--- src/hdl/rlpe_pkg.sv ---
// Shared constants, types and helpers of the RGB LED pulse-width encoder.
package rlpe_pkg;

    localparam int CHAN_W          = 8;
    localparam int WIDTH_W         = 8;
    localparam int PROD_W          = 2 * CHAN_W;
    localparam int PULSES_PER_LED  = 3 * CHAN_W;
    localparam int BIT_CNT_W       = $clog2(PULSES_PER_LED);
    localparam int MAX_GAP         = 40;
    localparam int GAP_CNT_W       = $clog2(MAX_GAP + 1);
    localparam int RESET_PULSES_DEF = 40;

    localparam int CFG_INDEX_W = 2;
    localparam int CFG_DATA_W  = 8;

    localparam logic [CFG_INDEX_W-1:0] REG_BRIGHTNESS      = 2'd0;
    localparam logic [CFG_INDEX_W-1:0] REG_ZERO_HIGH_WIDTH = 2'd1;
    localparam logic [CFG_INDEX_W-1:0] REG_ONE_HIGH_WIDTH  = 2'd2;

    localparam logic [CHAN_W-1:0]  BRIGHTNESS_RST      = 8'd255;
    localparam logic [WIDTH_W-1:0] ZERO_HIGH_WIDTH_RST = 8'd96;
    localparam logic [WIDTH_W-1:0] ONE_HIGH_WIDTH_RST  = 8'd192;

    typedef struct packed {
        logic [CHAN_W-1:0]  brightness;
        logic [WIDTH_W-1:0] zero_high_width;
        logic [WIDTH_W-1:0] one_high_width;
    } cfg_t;

    typedef struct packed {
        logic [CHAN_W-1:0] green;
        logic [CHAN_W-1:0] red;
        logic [CHAN_W-1:0] blue;
        logic              final_led;
    } scaled_t;

    // floor(p / 255) for p up to 255 * 255
    function automatic logic [CHAN_W-1:0] div255(input logic [PROD_W-1:0] p);
        logic [PROD_W:0] sum;
        sum = (PROD_W+1)'(p) + (PROD_W+1)'(p[PROD_W-1:CHAN_W]) + (PROD_W+1)'(1);
        return sum[PROD_W-1:CHAN_W];
    endfunction

endpackage

--- src/hdl/rlpe_led_if.sv ---
// Request channel carrying one LED colour.
interface rlpe_led_if;
    logic                       valid;
    logic                       ready;
    logic [rlpe_pkg::CHAN_W-1:0] red;
    logic [rlpe_pkg::CHAN_W-1:0] green;
    logic [rlpe_pkg::CHAN_W-1:0] blue;
    logic                       final_led;

    modport source (output valid, red, green, blue, final_led, input ready);
    modport sink   (input valid, red, green, blue, final_led, output ready);
endinterface

--- src/hdl/rlpe_pulse_if.sv ---
// Request channel carrying one pulse-width code.
interface rlpe_pulse_if;
    logic                         valid;
    logic                         ready;
    logic [rlpe_pkg::WIDTH_W-1:0] pulse_width;
    logic                         run_end;

    modport source (output valid, pulse_width, run_end, input ready);
    modport sink   (input valid, pulse_width, run_end, output ready);
endinterface

--- src/hdl/rlpe_scale.sv ---
// Two-stage brightness scaler: multiply, then divide by 255.
module rlpe_scale (
    input  logic                clk,
    input  logic                rst_n,
    input  rlpe_pkg::cfg_t      cfg,
    rlpe_led_if.sink            led,
    output logic                item_valid,
    output rlpe_pkg::scaled_t   item,
    input  logic                item_ready
);

    logic                          s1_valid_reg, s1_valid_next;
    logic [rlpe_pkg::PROD_W-1:0]   prod_g_reg, prod_r_reg, prod_b_reg;
    logic                          s1_final_reg;
    logic                          s2_valid_reg, s2_valid_next;
    rlpe_pkg::scaled_t             s2_reg;
    logic                          s1_adv, s2_adv;

    assign s2_adv    = !s2_valid_reg || item_ready;
    assign s1_adv    = !s1_valid_reg || s2_adv;
    assign led.ready = s1_adv;

    assign s1_valid_next = s1_adv ? led.valid : s1_valid_reg;
    assign s2_valid_next = s2_adv ? s1_valid_reg : s2_valid_reg;

    always_ff @(posedge clk or negedge rst_n)
    begin
        if (!rst_n)
        begin
            s1_valid_reg <= 1'b0;
            s2_valid_reg <= 1'b0;
        end
        else
        begin
            s1_valid_reg <= s1_valid_next;
            s2_valid_reg <= s2_valid_next;
        end
    end

    always_ff @(posedge clk)
    begin
        if (s1_adv)
        begin
            prod_g_reg   <= rlpe_pkg::PROD_W'(led.green) * rlpe_pkg::PROD_W'(cfg.brightness);
            prod_r_reg   <= rlpe_pkg::PROD_W'(led.red) * rlpe_pkg::PROD_W'(cfg.brightness);
            prod_b_reg   <= rlpe_pkg::PROD_W'(led.blue) * rlpe_pkg::PROD_W'(cfg.brightness);
            s1_final_reg <= led.final_led;
        end
        if (s2_adv)
        begin
            s2_reg.green     <= rlpe_pkg::div255(prod_g_reg);
            s2_reg.red       <= rlpe_pkg::div255(prod_r_reg);
            s2_reg.blue      <= rlpe_pkg::div255(prod_b_reg);
            s2_reg.final_led <= s1_final_reg;
        end
    end

    assign item_valid = s2_valid_reg;
    assign item       = s2_reg;

endmodule

--- src/hdl/rlpe_serial.sv ---
// Pulse serializer: 24 data pulses per LED, latch gap after the final LED if GAP_PULSES > 0.
module rlpe_serial #(
    parameter int GAP_PULSES = rlpe_pkg::RESET_PULSES_DEF
) (
    input  logic                clk,
    input  logic                rst_n,
    input  rlpe_pkg::cfg_t      cfg,
    input  logic                item_valid,
    input  rlpe_pkg::scaled_t   item,
    output logic                item_ready,
    rlpe_pulse_if.source        pulse
);

    localparam int GAP      = (GAP_PULSES > rlpe_pkg::MAX_GAP) ? rlpe_pkg::MAX_GAP : GAP_PULSES;
    localparam bit HAS_GAP  = (GAP != 0);
    localparam logic [rlpe_pkg::GAP_CNT_W-1:0] GAP_LAST =
        rlpe_pkg::GAP_CNT_W'((GAP == 0) ? 0 : GAP - 1);
    localparam logic [rlpe_pkg::BIT_CNT_W-1:0] LAST_BIT =
        rlpe_pkg::BIT_CNT_W'(rlpe_pkg::PULSES_PER_LED - 1);
    localparam int DATA_W = rlpe_pkg::PULSES_PER_LED;

    typedef enum logic [2:0] {
        S_IDLE = 3'b001,
        S_DATA = 3'b010,
        S_GAP  = 3'b100
    } state_t;

    state_t                            state_reg, state_next;
    logic [DATA_W-1:0]                 data_reg, data_next;
    logic [rlpe_pkg::BIT_CNT_W-1:0]    bit_cnt_reg, bit_cnt_next;
    logic [rlpe_pkg::GAP_CNT_W-1:0]    gap_cnt_reg, gap_cnt_next;
    logic                              final_reg, final_next;
    logic                              out_valid_reg, out_valid_next;
    logic [rlpe_pkg::WIDTH_W-1:0]      pulse_width_reg;
    logic                              run_end_reg;
    logic [rlpe_pkg::WIDTH_W-1:0]      width_c;
    logic                              last_c;
    logic                              busy;
    logic                              emit;
    logic                              take;

    always_comb
    begin
        busy = (state_reg != S_IDLE);
        if (state_reg == S_GAP)
        begin
            width_c = '0;
            last_c  = (gap_cnt_reg == GAP_LAST);
        end
        else
        begin
            width_c = data_reg[DATA_W-1] ? cfg.one_high_width : cfg.zero_high_width;
            last_c  = (bit_cnt_reg == LAST_BIT) && !(final_reg && HAS_GAP);
        end
        emit       = busy && (!out_valid_reg || pulse.ready);
        item_ready = !busy || (emit && last_c);
        take       = item_valid && item_ready;
    end

    always_comb
    begin
        state_next   = state_reg;
        data_next    = data_reg;
        bit_cnt_next = bit_cnt_reg;
        gap_cnt_next = gap_cnt_reg;
        final_next   = final_reg;
        unique case (state_reg)
            S_IDLE:
            begin
            end
            S_DATA:
            begin
                if (emit)
                begin
                    data_next    = {data_reg[DATA_W-2:0], 1'b0};
                    bit_cnt_next = bit_cnt_reg + 1'b1;
                    if (bit_cnt_reg == LAST_BIT)
                    begin
                        gap_cnt_next = '0;
                        state_next   = (final_reg && HAS_GAP) ? S_GAP : S_IDLE;
                    end
                end
            end
            S_GAP:
            begin
                if (emit)
                begin
                    gap_cnt_next = gap_cnt_reg + 1'b1;
                    if (gap_cnt_reg == GAP_LAST)
                    begin
                        state_next = S_IDLE;
                    end
                end
            end
            default:
            begin
                state_next = S_IDLE;
            end
        endcase
        if (take)
        begin
            data_next    = {item.green, item.red, item.blue};
            bit_cnt_next = '0;
            final_next   = item.final_led;
            state_next   = S_DATA;
        end
    end

    assign out_valid_next = emit ? 1'b1 : (pulse.ready ? 1'b0 : out_valid_reg);

    always_ff @(posedge clk or negedge rst_n)
    begin
        if (!rst_n)
        begin
            state_reg     <= S_IDLE;
            bit_cnt_reg   <= '0;
            gap_cnt_reg   <= '0;
            final_reg     <= 1'b0;
            out_valid_reg <= 1'b0;
        end
        else
        begin
            state_reg     <= state_next;
            bit_cnt_reg   <= bit_cnt_next;
            gap_cnt_reg   <= gap_cnt_next;
            final_reg     <= final_next;
            out_valid_reg <= out_valid_next;
        end
    end

    always_ff @(posedge clk)
    begin
        data_reg <= data_next;
        if (emit)
        begin
            pulse_width_reg <= width_c;
            run_end_reg     <= last_c;
        end
    end

    assign pulse.valid       = out_valid_reg;
    assign pulse.pulse_width = pulse_width_reg;
    assign pulse.run_end     = run_end_reg;

    a_state_onehot: assert property (@(posedge clk) disable iff (!rst_n)
        $onehot(state_reg))
        else $error("serializer state not one-hot");

    a_gap_only_final: assert property (@(posedge clk) disable iff (!rst_n)
        (state_reg == S_GAP) |-> (final_reg && HAS_GAP))
        else $error("latch gap without final LED");

    a_gap_bound: assert property (@(posedge clk) disable iff (!rst_n)
        (state_reg == S_GAP) |-> (gap_cnt_reg <= GAP_LAST))
        else $error("latch gap counter overrun");

    a_load_when_free: assert property (@(posedge clk) disable iff (!rst_n)
        take |-> (!busy || (emit && last_c)))
        else $error("new LED loaded over a running one");

endmodule

--- src/hdl/rgb_led_pulse_width_encoder.sv ---
// RGB LED pulse-width encoder: config registers, scaler and pulse serializer.
// A request passes multiply, divide, serializer and output registers; 24 codes per LED.
// Throughput: one pulse code per cycle while pulse.ready is high, set by the single pulse
// serializer and its output register; a final LED adds RESET_PULSES (max 40) gap codes.
// Reset: rst_n asynchronous active low; clears the pipeline, serializer and output,
// and loads brightness 255, zero width 96, one width 192.
module rgb_led_pulse_width_encoder #(
    parameter int RESET_PULSES = rlpe_pkg::RESET_PULSES_DEF
) (
    input  logic                                clk,
    input  logic                                rst_n,
    input  logic                                cfg_we,
    input  logic [rlpe_pkg::CFG_INDEX_W-1:0]    cfg_index,
    input  logic [rlpe_pkg::CFG_DATA_W-1:0]     cfg_data,
    rlpe_led_if.sink                            led,
    rlpe_pulse_if.source                        pulse
);

    rlpe_pkg::cfg_t     cfg_reg, cfg_next;
    logic               item_valid;
    logic               item_ready;
    rlpe_pkg::scaled_t  item;

    always_comb
    begin
        cfg_next = cfg_reg;
        if (cfg_we)
        begin
            unique case (cfg_index)
                rlpe_pkg::REG_BRIGHTNESS:
                    cfg_next.brightness = cfg_data[rlpe_pkg::CHAN_W-1:0];
                rlpe_pkg::REG_ZERO_HIGH_WIDTH:
                    cfg_next.zero_high_width = cfg_data[rlpe_pkg::WIDTH_W-1:0];
                rlpe_pkg::REG_ONE_HIGH_WIDTH:
                    cfg_next.one_high_width = cfg_data[rlpe_pkg::WIDTH_W-1:0];
                default:
                    cfg_next = cfg_reg;
            endcase
        end
    end

    always_ff @(posedge clk or negedge rst_n)
    begin
        if (!rst_n)
        begin
            cfg_reg.brightness      <= rlpe_pkg::BRIGHTNESS_RST;
            cfg_reg.zero_high_width <= rlpe_pkg::ZERO_HIGH_WIDTH_RST;
            cfg_reg.one_high_width  <= rlpe_pkg::ONE_HIGH_WIDTH_RST;
        end
        else
        begin
            cfg_reg <= cfg_next;
        end
    end

    rlpe_scale u_scale (
        .clk        (clk),
        .rst_n      (rst_n),
        .cfg        (cfg_reg),
        .led        (led),
        .item_valid (item_valid),
        .item       (item),
        .item_ready (item_ready)
    );

    rlpe_serial #(
        .GAP_PULSES (RESET_PULSES)
    ) u_serial (
        .clk        (clk),
        .rst_n      (rst_n),
        .cfg        (cfg_reg),
        .item_valid (item_valid),
        .item       (item),
        .item_ready (item_ready),
        .pulse      (pulse)
    );

endmodule
--- src/flat_wrapper.sv ---
// flat-port wrapper written by rule: the top's interface ports become plain ports
module rgb_led_pulse_width_encoder_flat 
#(
    parameter int RESET_PULSES = rlpe_pkg::RESET_PULSES_DEF
)
  (clk, rst_n, cfg_we, cfg_index, cfg_data, led_valid, led_red, led_green, led_blue, led_final_led, led_ready, pulse_valid, pulse_pulse_width, pulse_run_end, pulse_ready);
  rlpe_led_if led_i ();
  rlpe_pulse_if pulse_i ();
  input  logic clk;
  input  logic rst_n;
  input  logic cfg_we;
  input  logic [rlpe_pkg::CFG_INDEX_W-1:0] cfg_index;
  input  logic [rlpe_pkg::CFG_DATA_W-1:0] cfg_data;
  input wire logic [$bits(led_i.valid)-1:0] led_valid;
  input wire logic [$bits(led_i.red)-1:0] led_red;
  input wire logic [$bits(led_i.green)-1:0] led_green;
  input wire logic [$bits(led_i.blue)-1:0] led_blue;
  input wire logic [$bits(led_i.final_led)-1:0] led_final_led;
  output wire logic [$bits(led_i.ready)-1:0] led_ready;
  output wire logic [$bits(pulse_i.valid)-1:0] pulse_valid;
  output wire logic [$bits(pulse_i.pulse_width)-1:0] pulse_pulse_width;
  output wire logic [$bits(pulse_i.run_end)-1:0] pulse_run_end;
  input wire logic [$bits(pulse_i.ready)-1:0] pulse_ready;
  assign led_i.valid = led_valid;
  assign led_i.red = led_red;
  assign led_i.green = led_green;
  assign led_i.blue = led_blue;
  assign led_i.final_led = led_final_led;
  assign led_ready = led_i.ready;
  assign pulse_valid = pulse_i.valid;
  assign pulse_pulse_width = pulse_i.pulse_width;
  assign pulse_run_end = pulse_i.run_end;
  assign pulse_i.ready = pulse_ready;
  rgb_led_pulse_width_encoder #(.RESET_PULSES(RESET_PULSES)) u_core (.clk(clk), .rst_n(rst_n), .cfg_we(cfg_we), .cfg_index(cfg_index), .cfg_data(cfg_data), .led(led_i), .pulse(pulse_i));
endmodule
--- config.mk ---
export PLATFORM = sky130hd
export DESIGN_NAME = rgb_led_pulse_width_encoder_flat
export DESIGN_NICKNAME = d
export VERILOG_FILES = /design/src/hdl/rlpe_pkg.sv /design/src/hdl/rlpe_led_if.sv /design/src/hdl/rlpe_pulse_if.sv /design/src/hdl/rlpe_scale.sv /design/src/hdl/rlpe_serial.sv /design/src/hdl/rgb_led_pulse_width_encoder.sv /design/src/flat_wrapper.sv
export SDC_FILE = /design/constraint.sdc
export NUM_CORES = 1
export LEC_CHECK = 0
export BUFFER_PORTS_ARGS = -buffer_cell sky130_fd_sc_hd__buf_2
export CORE_MARGIN = 1
export CORE_UTILIZATION = 65
export DETAILED_ROUTE_END_ITERATION = 16
export PLACE_DENSITY = 0.79
export SYNTH_ARGS = -nofsm -noshare
export SYNTH_HDL_FRONTEND = slang
export SYNTH_SLANG_ARGS = --single-unit
--- constraint.sdc ---
create_clock -name clk -period 11.2 [get_ports clk]
set_input_delay 2.24 -clock clk [delete_from_list [all_inputs] [get_ports clk]]
set_output_delay 2.24 -clock clk [all_outputs]
set_load 0.02 [all_outputs]
# Yosys cells after proc, flatten, opt, wreduce, memory -nomap -nowiden
# Index checks and enable logic that the tools add are counted.
[word_totals] wordCells=93 register_bits=149 memories=0 mem_bits_ro=0 input_bits=40 latch_bits=0 mem_bits_rw=0
[op_classes] n_mux=21 add_sub_neg=8 n_lt_le_gt_ge=0 n_eq_ne=16 reduce_logical=24 div_mod_pow=0 shifts=0 multipliers=3 bitwise=0
[ops] operator="24-bit 2-to-1 mux" n=3
[ops] operator="16-bit by 1-bit adder with 16-bit output (second input constant)" n=3
[ops] operator="16-bit by 8-bit adder with 16-bit output" n=3
[ops] operator="8-bit by 8-bit multiplier with 16-bit output" n=3
[ops] operator="3-bit 2-to-1 mux" n=6
[ops] operator="6-bit 2-to-1 mux" n=3
[ops] operator="5-bit 2-to-1 mux" n=3
[ops] operator="6-bit one-hot mux with 2 select lines" n=1
[ops] operator="3-bit inequality test (second input constant)" n=3
[ops] operator="3-bit one-hot mux with 3 select lines" n=1
[ops] operator="8-bit 2-to-1 mux" n=1
[ops] operator="2-bit inequality test (second input constant)" n=4
[ops] operator="2-bit AND reduction" n=4
[ops] operator="2-bit nonzero test" n=4
[ops] operator="6-bit by 1-bit adder with 6-bit output (second input constant)" n=1
[ops] operator="6-bit == test (second input constant)" n=1
[ops] operator="5-bit by 1-bit adder with 5-bit output (second input constant)" n=1
[ops] operator="5-bit == test (second input constant)" n=1
[ops] operator="1-bit zero test" n=5
[ops] operator="5-bit AND reduction" n=1
[ops] operator="1-bit logical AND" n=4
[ops] operator="1-bit logical OR" n=4
[ops] operator="4-bit AND reduction" n=1
[ops] operator="3-bit by 1-bit == test with 1-bit output (second input constant)" n=1
[ops] operator="8 further kinds" n=10

# Longest topological paths before layout
# Gate-level depths: netlist of run 1.
[logic_depth] depth_word=8 mapped_depth=17 mapped_depth_nobuf=16

# By module
# Synthesis of run 1 repeated with hierarchy kept, for this count alone.
[unflattened] cells_unflattened=1171 area_unflattened_um2=12859.8
[modules_own_cells] mod="rlpe_scale" cells_each=947 area_each_um2=9619.2 n_inst=1
[modules_own_cells] mod="rlpe_serial" cells_each=173 area_each_um2=2313.5 n_inst=1
[modules_own_cells] mod="rgb_led_pulse_width_encoder" cells_each=51 area_each_um2=927.1 n_inst=1

# Least setup slack after synthesis of run 1
# OpenSTA, ideal clock, no wires.
[synth_timing] kind="in2out" start="input port pulse_ready" end="output port led_ready" arrival_time_ps=4022 setup_slack_ps=4938 stages=5 path_buffers=1 cell_sequence="nand2b_1 -> clkbuf_1 -> a21oi_2 -> and2_1 -> nand2_1"
[synth_via] elab_chain_cells=6
[synth_lines] item="start, declared" line="flat_wrapper.sv:23" source="input wire logic [$bits(pulse_i.ready)-1:0] pulse_ready;"
[synth_lines] item="1-bit logical OR" line="rlpe_serial.sv:55" source="emit = busy && (!out_valid_reg || pulse.ready);"
[synth_lines] item="1-bit logical AND" line="rlpe_serial.sv:55"
[synth_lines] item="1-bit logical AND" line="rlpe_serial.sv:56" source="item_ready = !busy || (emit && last_c);"
[synth_lines] item="1-bit logical OR" line="rlpe_serial.sv:56"
[synth_lines] item="1-bit logical OR" line="rlpe_scale.sv:19" source="assign s2_adv = !s2_valid_reg || item_ready;"
[synth_lines] item="1-bit logical OR" line="rlpe_scale.sv:20" source="assign s1_adv = !s1_valid_reg || s2_adv;"
[synth_lines] item="end, declared" line="flat_wrapper.sv:19" source="output wire logic [$bits(led_i.ready)-1:0] led_ready;"
# Every way passes these cells.

# Worst setup path after layout of run 1
[layout_timing] start="input port led_green[2]" end="register u_core.u_scale.prod_g_reg[15] (netlist name), data pin"
[layout_via] elab_chain_cells=1
[layout_lines] item="start, declared" line="flat_wrapper.sv:16" source="input wire logic [$bits(led_i.green)-1:0] led_green;"
[layout_lines] item="8-bit by 8-bit multiplier with 16-bit output" line="rlpe_scale.sv:44" source="prod_g_reg <= rlpe_pkg::PROD_W'(led.green) * rlpe_pkg::PROD_W'(cfg.brightness);"
[layout_lines] item="end signal, assigned" line="rlpe_scale.sv:44"
[layout_lines] item="end, declared" line="rlpe_scale.sv:13" source="logic [rlpe_pkg::PROD_W-1:0] prod_g_reg, prod_r_reg, prod_b_reg;"
# Every way passes these cells.
# A chain may end at the register's enable or synchronous reset.

==> metrics.csv, run 1 <==
metric;value;unit
cts-resized-gates;0;
vias;8074;
netlist_top_cells_area;edfxtp_1, fa_1, ha_1, and2_1, dfrtp_1;
hold_depth;0;
maxCapViolCount;0;
critPathMostFrequentCell;fa_1;
worst-path-stages;15;
die_area;0.0198;mm2
slowest_delay;550;ps
groute.usage.overall;0.256;
cp-end-kind;flop;
crit_path_top_delay_cell;fa_1;
post-route-period-util;0.546;
overflow;0;
critical_path_required;11410;ps
synth.most_common_cell;inv_1;
wl;23300;um
cp.arrival;6330;ps
critical_path_buf_inv_count;3;
ir_drop;0.167;mV
fmax;0.163;GHz
largest_reg_flops;25;
syn_to_final_growth;9.08;%
dr.first_iter.drc_count;396;
tns;0;ps
clock_path_buffers;2;
antenna_found_initial;0;
cts.root.buffer_cell;clkbuf_16;
async_flop_share;0.282;
cp_max_fo;8;
leakage;6.34;nW
num_rows;50;
postCtsSetupBuffers;0;
slew_viol_final;0;
seq_area_frac_synth;0.342;
cpLargestDelayFamily;adder cells;
rsz0062_at_grt;false;
cts_hold_buf;0;
whs;430;ps
die_w;141;um
synth_top_flop_cell;edfxtp_1;
grt_pass1_wl;40000;um
ant_nets;0;
cts_made_buffers;17;
viasPerCell;5.65;
path_class;in -> reg;
yosysTopAreaCell;edfxtp_1;
cts-htree-levels;4;
yosysWarnings;0;
status;finished clean;
clk_pin_slew;60;ps
period_needed;6120;ps
yosys.area.top_type_share;0.257;
dp_hpwl;17400;um
skew;8.87;ps
syn_inst;1134;
die-height;141;um
r2r_cells;14;
syn_area;0.0125;mm2
diodes;0;
p_per_area;314;mW/mm2
worstPathCellList;buf_2 > and2_1 > fa_1 > fa_1 > fa_1 > inv_1 > fa_1 > inv_1 > ha_1 > a21o_1 > a211oi_1 > nand2b_1 > o21ai_0 > nor2_1 > a211oi_1;
pin_count;51;
drc;0;
synth_fp_nets;1413;
drive_above_1_share;0.127;
finalNetCount;1461;
portBuffers;50;
cts.sink_count;149;
grt_pass1_vias;8440;
nFillCells;1335;
ys_types;62;
worstMarginPinSlew;1090;ps
wire_per_inst;16.3;um
maxSlewHeadroom;0.271;
synth_edf_count;107;
insertion_delay;420;ps
first_pass_iters;4;
place_congestion;0.836;
setup_viol;0;
ys_ff_latch;149;
cts_tree;done;
grt_max_degree;51;
synth_common_cells;inv_1, and2_1, ha_1, fa_1, edfxtp_1;
initial_core_util;0.667;
core;0.0188;mm2
synth_area_per_cell;11.0;um2
cp-start-kind;primary input;
hold_viol_final;0;
hp-class;reg -> reg;
==> where the power goes <==
part | internal (mW) | switching, mW | total (mW)
Combinational | 1.05 | 1.33 | 2.39
Clock | 0.440 | 0.218 | 0.659
Sequential | 1.07 | 0.174 | 1.25
Total | 2.57 | 1.73 | 4.29
==> placed cells by master, fill, tap and decap left out, types with 3 or more instances in the layout <==
cell type	count
edfxtp_1	107
bufinv_16	7
nand3_1	21
mux2_2	47
and2_1	151
dfrtp_1	29
ha_1	131
nand3b_1	4
nor2b_1	8
dfstp_2	13
a21oi_1	30
a211oi_1	4
fa_1	108
and3_1	6
a21o_1	13
nand4_1	7
mux2i_1	10
a31oi_1	3
o21ai_0	26
nand2b_1	11
nor4_1	3
inv_1	155
nor3_1	5
nand2_1	78
clkbuf_16	17
xnor2_1	43
xor2_1	17
nor2_1	37
buf_2	50
==> final timing paths <==
check	from	to	slack, ps
min in group asynchronous	rst_n	u_core.u_serial.gap_cnt_reg[2]$_DFFE_PN0P_	1960
worst max-delay path	led_green[2]	u_core.u_scale.prod_g_reg[15]$_DFFE_PP_	5080
max in group asynchronous	rst_n	u_core.cfg_reg[12]$_DFFE_PN0P_	8660
worst max register to register	u_core.cfg_reg[21]$_DFFE_PN1P_	u_core.u_scale.prod_g_reg[15]$_DFFE_PP_	6160
worst min register to register	u_core.u_scale.s1_final_reg$_DFFE_PP_	u_core.u_scale.item[0]$_DFFE_PP_	430
worst min-delay path	u_core.u_scale.s1_final_reg$_DFFE_PP_	u_core.u_scale.item[0]$_DFFE_PP_	430
==> routing by layer <==
metal  up-vias  global-route usage  part of all wire
met4         0              0.0664             0.014
met3        30              0.0421             0.037
li1       3869                   -                 -
met2       173               0.436              0.49
met1      4002               0.344              0.46
met5         -                   0                 0
==> stage by stage <==
step	utilization	power, mW	instances	setup WS [ps]	instance area (um2)
floorplan	-	3.08	1134	4940	12500
detailed placement	0.691	3.61	1397	4690	13000
global route	0.728	4.68	1429	4780	13700
global placement	0.691	3.52	1397	4720	13000
CTS	0.728	4.31	1429	5120	13700
finish	0.728	4.29	1429	5080	13700
==> logic make-up after synthesis <==
kind of cell    share of synthesized area
compound gates                     0.0549
mux                                0.0512
buf+inv                            0.0552
simple gates                        0.151
flops                               0.342
xor+xnor                           0.0420
fa+ha+maj                           0.304
==> area by class of cell <==
class / count / area [um2] / area share
clock buffer: 19 / 433 / 0.0317
clock inverter: 13 / 253 / 0.0185
inverter: 155 / 582 / 0.0426
multi-input combinational: 807 / 7550 / 0.553
sequential: 149 / 4280 / 0.313
tap: 234 / 293 / 0.0214
timing repair buffer: 52 / 265 / 0.0194
Note: power is estimated with default switching activity, not from simulation.
==> inputs of run 2 (changes only) <==
--- a/config.mk
+++ b/config.mk
@@ -7,9 +7,9 @@
 export LEC_CHECK = 0
 export BUFFER_PORTS_ARGS = -buffer_cell sky130_fd_sc_hd__buf_2
 export CORE_MARGIN = 1
-export CORE_UTILIZATION = 65
+export CORE_UTILIZATION = 58
 export DETAILED_ROUTE_END_ITERATION = 16
-export PLACE_DENSITY = 0.79
+export PLACE_DENSITY = 0.75
 export SYNTH_ARGS = -nofsm -noshare
 export SYNTH_HDL_FRONTEND = slang
 export SYNTH_SLANG_ARGS = --single-unit
==> constraint.sdc (replaced) <==
create_clock -name clk -period 5.6 [get_ports clk]
set_input_delay 1.12 -clock clk [delete_from_list [all_inputs] [get_ports clk]]
set_output_delay 1.12 -clock clk [all_outputs]
set_load 0.02 [all_outputs]
==> run 2 against run 1 <==
  * Combinational power rose by 99%
  * Global-route usage fell by 3.4 points
  * Cell area fell by 0.16%
  * Clock power rose by 71%
  * Worst hold slack improved by 0.99 ps
  * Die area rose by 12%
  * Sequential share of layout area rose by 0.052 points
  * Critical path depth did not move
  * Wire length fell by 2.8%
  * Flip-flop and latch count did not move
  * Sequential power rose by 98%
  * Via count fell by 1.4%
==> metrics.csv, run 2 (synthesized netlist as in run 1, its figures left out) <==
metric;value;unit;change
dr.first_iter.drc_count;396;;unchanged
place_congestion;0.864;;was 0.836
critical_path_required;5810;ps;was 11410 ps
setup_viol;0;;unchanged
power.total;8.36;mW;was 4.29 mW
maxSlewHeadroom;0.294;;was 0.271
cts_made_buffers;17;;unchanged
path_class;in -> reg;;unchanged
final_common_cell;inv_1;;unchanged
p_per_area;613;mW/mm2;was 314 mW/mm2
core;0.0211;mm2;was 0.0188 mm2
drc;0;;unchanged
wl;22600;um;was 23300 um
portBuffers;50;;unchanged
fin_ws;598;ps;was 5080 ps
pin_count;51;;unchanged
clk_pin_slew;60;ps;about the same
worstMarginPinSlew;1060;ps;was 1090 ps
dp_hpwl;17300;um;was 17400 um
grt_max_degree;50;;was 51
cts_hold_buf;0;;unchanged
num_rows;53;;was 50
maxCapViolCount;0;;unchanged
layout_common_cells;inv_1, and2_1, ha_1;;unchanged
critical_path_buf_inv_count;3;;unchanged
period_needed;5000;ps;
wire_per_inst;15.3;um;was 16.3 um
groute.usage.overall;0.222;;was 0.256
die_w;149;um;was 141 um
syn_to_final_growth;8.90;%;was 9.08%
cts_tree;done;;unchanged
drive_above_1_share;0.129;;was 0.127
tns;0;ps;unchanged
cpLargestDelayFamily;adder cells;;unchanged
hold_viol_final;0;;unchanged
cp_max_fo;8;;unchanged
slew_viol_final;0;;unchanged
viasPerCell;5.40;;was 5.65
post-place-ws;179;ps;was 4690 ps
insertion_delay;420;ps;about the same
ir_drop;0.363;mV;was 0.167 mV
cts.root.buffer_cell;clkbuf_16;;unchanged
cts.sink_count;149;;unchanged
placed_cells;1441;;was 1397
leakage;6.31;nW;was 6.34 nW
rsz0062_at_grt;false;;unchanged
diodes;0;;unchanged
cts-htree-levels;4;;unchanged
slowest_delay;550;ps;about the same
vias;7957;;was 8074
hp-class;reg -> reg;;unchanged
die_area;0.0222;mm2;was 0.0198 mm2
first_pass_iters;7;;was 4
cts-resized-gates;0;;unchanged
status;finished clean;;unchanged
fmax;0.200;GHz;
grt_pass1_wl;38800;um;was 40000 um
skew;8.29;ps;was 8.87 ps
critPathMostFrequentCell;fa_1;;unchanged
clock_path_buffers;2;;unchanged
grt_pass1_vias;8032;;was 8440
initial_core_util;0.594;;was 0.667
overflow;0;;unchanged
finalNetCount;1464;;was 1461
cp-start-kind;primary input;;unchanged
crit_path_top_delay_cell;fa_1;;unchanged
largest_reg_flops;25;;unchanged
post-route-period-util;0.893;;
layoutNonFillerInstCount;1473;;was 1429
ant_nets;0;;unchanged
cp-end-kind;flop;;unchanged
postCtsSetupBuffers;0;;unchanged
worstPathCellList;buf_2 > and2_1 > fa_1 > fa_1 > fa_1 > inv_1 > fa_1 > inv_1 > ha_1 > a21o_1 > a211oi_1 > nand2b_1 > o21ai_0 > nor2_1 > a211oi_1;;unchanged
whs;431;ps;was 430 ps
antenna_found_initial;0;;unchanged
die-height;149;um;was 141 um
cp.arrival;5210;ps;was 6330 ps
==> run 2: changes by cell type in the layout (fill, tap and decap cells not counted), sizes merged <==
cell / previous run / this run
buf: 52 / 55
bufinv: 7 / 3
clkbuf: 19 / 18
clkinv: 3 / 6
clkinvlp: 2 / 4
==> run 2: metal layers <==
metal	GRT usage	part of all wire	vias to the layer above
li1	-	-	3876
met1	0.313	0.48	3927
met2	0.364	0.48	133
met3	0.0278	0.027	21
met4	0.0587	0.012	0
met5	0	0	-
==> run 2: through the flow <==
stage | instance area [um2] | utilization
global placement | 13000 | 0.619
detailed placement | 13000 | 0.619
floorplan | 12500 | -
CTS | 13600 | 0.647
finish | 13600 | 0.647
global route | 13600 | 0.647
==> run 2: where the power goes <==
part           internal (mW)  switching [mW]
combinational           2.11            2.65
sequential              2.14           0.337
clock                  0.696           0.430
==> run 2: final cells by class <==
cell class | instances | area [um2]
well taps | 275 | 344
fillers | 1674 | 7450
inverters | 155 | 582
flip-flops and latches | 149 | 4280
multi-input cells | 807 | 7550
repair buffers | 55 | 288
clock buffers | 18 | 429
clock inverters | 14 | 160
==> run 2: path summary, 6_finish.rpt <==
check,endpoint,start,depth (start not counted),slack [ps]
max,u_core.u_scale.prod_g_reg[15]$_DFFE_PP_,led_green[2],15,600
min,u_core.u_scale.item[0]$_DFFE_PP_,u_core.u_scale.s1_final_reg$_DFFE_PP_,0,430
max reg2reg,u_core.u_scale.prod_g_reg[15]$_DFFE_PP_,u_core.cfg_reg[22]$_DFFE_PN1P_,13,640
min reg2reg,u_core.u_scale.item[0]$_DFFE_PP_,u_core.u_scale.s1_final_reg$_DFFE_PP_,0,430
max in group asynchronous,u_core.cfg_reg[15]$_DFFE_PN0P_,rst_n,1,4190
min in group asynchronous,u_core.u_serial.pulse.valid$_DFFE_PN0P_,rst_n,1,840
==> run 2: worst reg2reg max path: stages (launching register included) <==
cell	delay (ps)
dfstp_2	800
buf_4	250
and2_1	150
fa_1	460
fa_1	520
fa_1	510
ha_1	310
ha_1	380
a21o_1	230
a211oi_1	310
nand2b_1	90
o21ai_0	390
nor2_1	100
a211oi_1	280
==> inputs of run 3 (changes only) <==
--- a/config.mk
+++ b/config.mk
@@ -9,6 +9,7 @@
 export CORE_MARGIN = 1
 export CORE_UTILIZATION = 58
 export DETAILED_ROUTE_END_ITERATION = 16
+export GPL_TIMING_DRIVEN = 0
 export PLACE_DENSITY = 0.75
 export SYNTH_ARGS = -nofsm -noshare
 export SYNTH_HDL_FRONTEND = slang
==> run 3 against run 2 <==
  * Clock skew increased by 1.1 ps
  * Cell count rose by 1.3%
  * Worst hold slack improved by 18 ps
  * Worst setup slack got worse by 190 ps
  * Clock power down 6%
  * Combinational power up 3%
  * Die area unchanged
  * Utilization grew 0.29 points
  * Clock-buffer cell count up 2
  * Register-to-register slack worse by 230 ps
  * Critical endpoint is now u_core.u_scale.prod_b_reg[15]$_DFFE_PP_
  * Sequential power shrank 2%
==> metrics.csv, run 3 (synthesized netlist as in run 1, its figures left out) <==
metric;value;unit;change
post-route-period-util;0.927;;was 0.893
ant_nets;0;;unchanged
cts_hold_buf;0;;unchanged
postCtsSetupBuffers;0;;unchanged
largest_reg_flops;25;;unchanged
min_to;u_core.u_scale.item[0]$_DFFE_PP_;;unchanged
cts.sink_count;149;;unchanged
cp.arrival;5350;ps;was 5210 ps
leakage;6.35;nW;was 6.31 nW
setup_viol;0;;unchanged
tns;0;ps;unchanged
cp-start-kind;flop;;was primary input
grt_max_degree;43;;was 50
dp_hpwl;18200;um;was 17300 um
final_area;0.0137;mm2;was 0.0136 mm2
critical_path_required;5760;ps;was 5810 ps
p_per_area;611;mW/mm2;was 613 mW/mm2
slew_viol_final;0;;unchanged
drive_above_1_share;0.129;;about the same
r2r_start;u_core.cfg_reg[18]$_DFFE_PN1P_;;was u_core.cfg_reg[22]$_DFFE_PN1P_
hold_viol_final;0;;unchanged
worstMarginPinSlew;1030;ps;was 1060 ps
clk_pin_slew;60;ps;about the same
vias;8109;;was 7957
hp-class;reg -> reg;;unchanged
die_w;149;um;unchanged
path_class;reg -> reg;;was in -> reg
core;0.0211;mm2;unchanged
overflow;0;;unchanged
clock_path_buffers;2;;unchanged
grt_pass1_wl;39000;um;was 38800 um
portBuffers;50;;unchanged
drc;0;;unchanged
status;finished clean;;unchanged
antenna_found_initial;0;;unchanged
cp-end-kind;flop;;unchanged
wire_per_inst;15.4;um;was 15.3 um
diodes;0;;unchanged
viasPerCell;5.43;;was 5.40
hold_depth;0;;unchanged
place_congestion;0.831;;was 0.864
cts_made_buffers;17;;unchanged
ir_drop;0.352;mV;was 0.363 mV
cts.root.buffer_cell;clkbuf_16;;unchanged
cts-resized-gates;0;;unchanged
maxSlewHeadroom;0.312;;was 0.294
cp_max_fo;10;;was 8
cts-htree-levels;4;;unchanged
rsz0062_at_grt;false;;unchanged
fmax;0.193;GHz;was 0.200 GHz
grt_pass1_vias;8099;;was 8032
wl;22900;um;was 22600 um
place_area;0.0131;mm2;was 0.0130 mm2
initial_core_util;0.594;;unchanged
crit_start;u_core.cfg_reg[18]$_DFFE_PN1P_;;was led_green[2]
regToRegSetupSlack;410;ps;was 640 ps
hp-start;u_core.u_scale.s1_final_reg$_DFFE_PP_;;unchanged
first_pass_iters;5;;was 7
layout_common_cells;inv_1, and2_1, ha_1;;unchanged
skew;9.36;ps;was 8.29 ps
groute.usage.overall;0.225;;was 0.222
pin_count;51;;unchanged
die-height;149;um;unchanged
reg2reg_to;u_core.u_scale.prod_b_reg[15]$_DFFE_PP_;;was u_core.u_scale.prod_g_reg[15]$_DFFE_PP_
r2r_cells;16;;was 13
num_rows;53;;unchanged
dr.first_iter.drc_count;418;;was 396
finalNetCount;1483;;was 1464
period_needed;5190;ps;was 5000 ps
insertion_delay;420;ps;about the same
cts_tree;done;;unchanged
syn_to_final_growth;9.39;%;was 8.90%
post-place-ws;92.1;ps;was 179 ps
maxCapViolCount;0;;unchanged
die_area;0.0222;mm2;unchanged
final_common_cell;inv_1;;unchanged
fin_ws;411;ps;was 598 ps
run 3: cell types whose count changed in the layout (fill, tap and decap cells not counted), sizes merged:
cell / delta
bufinv: -2
clkinvlp: -3
clkbuf: +22
clkinv: -2
inv: +5
buf: -1
run 3: worst max-delay path by stage:
stage                                                    to  slack [ps]  depth (start not counted)
floorplan           u_core.u_scale.prod_b_reg[15]$_DFFE_PP_         520                         16
global placement    u_core.u_scale.prod_b_reg[15]$_DFFE_PP_         120                         17
detailed placement  u_core.u_scale.prod_g_reg[15]$_DFFE_PP_          90                         15
CTS                 u_core.u_scale.prod_g_reg[15]$_DFFE_PP_         290                         15
global route        u_core.u_scale.prod_r_reg[15]$_DFFE_PP_          40                         14
finish              u_core.u_scale.prod_b_reg[15]$_DFFE_PP_         410                         16
run 3: metrics by stage:
step           std cells  total power [mW]  utilization  hold slack, ps
6_report            1492              8.37        0.650             449
2_1_floorplan       1134              6.15            -             400
3_3_place_gp        1459              7.17        0.622             420
4_1_cts             1492              8.45        0.649             457
3_5_place_dp        1460              7.35        0.623             442
5_1_grt             1492              9.22        0.650             462
run 3: power breakdown:
part	internal (mW)	switching, mW
Sequential	2.14	0.274
Clock	0.623	0.433
Combinational	2.15	2.75
Total	4.91	3.46
run 3: final cells by class:
| class | instances | area, um2 |
|---|---|---|
| Tap cell | 275 | 344 |
| Buffer | 23 | 113 |
| Clock inverter | 12 | 101 |
| Sequential cell | 149 | 4280 |
| Inverter | 155 | 582 |
| Multi-Input combinational cell | 807 | 7550 |
| Clock buffer | 20 | 447 |
| Timing Repair Buffer | 51 | 278 |
| Fill cell | 1671 | 7390 |
run 3: per-layer routing:
layer	vias up	GRT usage	part of all wire	wire (um)
met4	0	0.0587	0.014	310
met1	3987	0.312	0.46	10600
met3	29	0.0254	0.041	930
li1	3926	-	-	-
met5	-	0	0	0
met2	167	0.379	0.48	11100
run 3: worst max-delay path, cell delays in order, from the launching register on:
cell and delay, ps:
dfstp_2 630, clkbuf_1 490, nand2_1 180, fa_1 460
inv_1 90, fa_1 440, fa_1 550, inv_1 50
fa_1 470, inv_1 40, ha_1 330, o21a_1 130
o31a_1 140, o2111a_1 250, or3_4 390, o31ai_4 180
xnor2_1 130
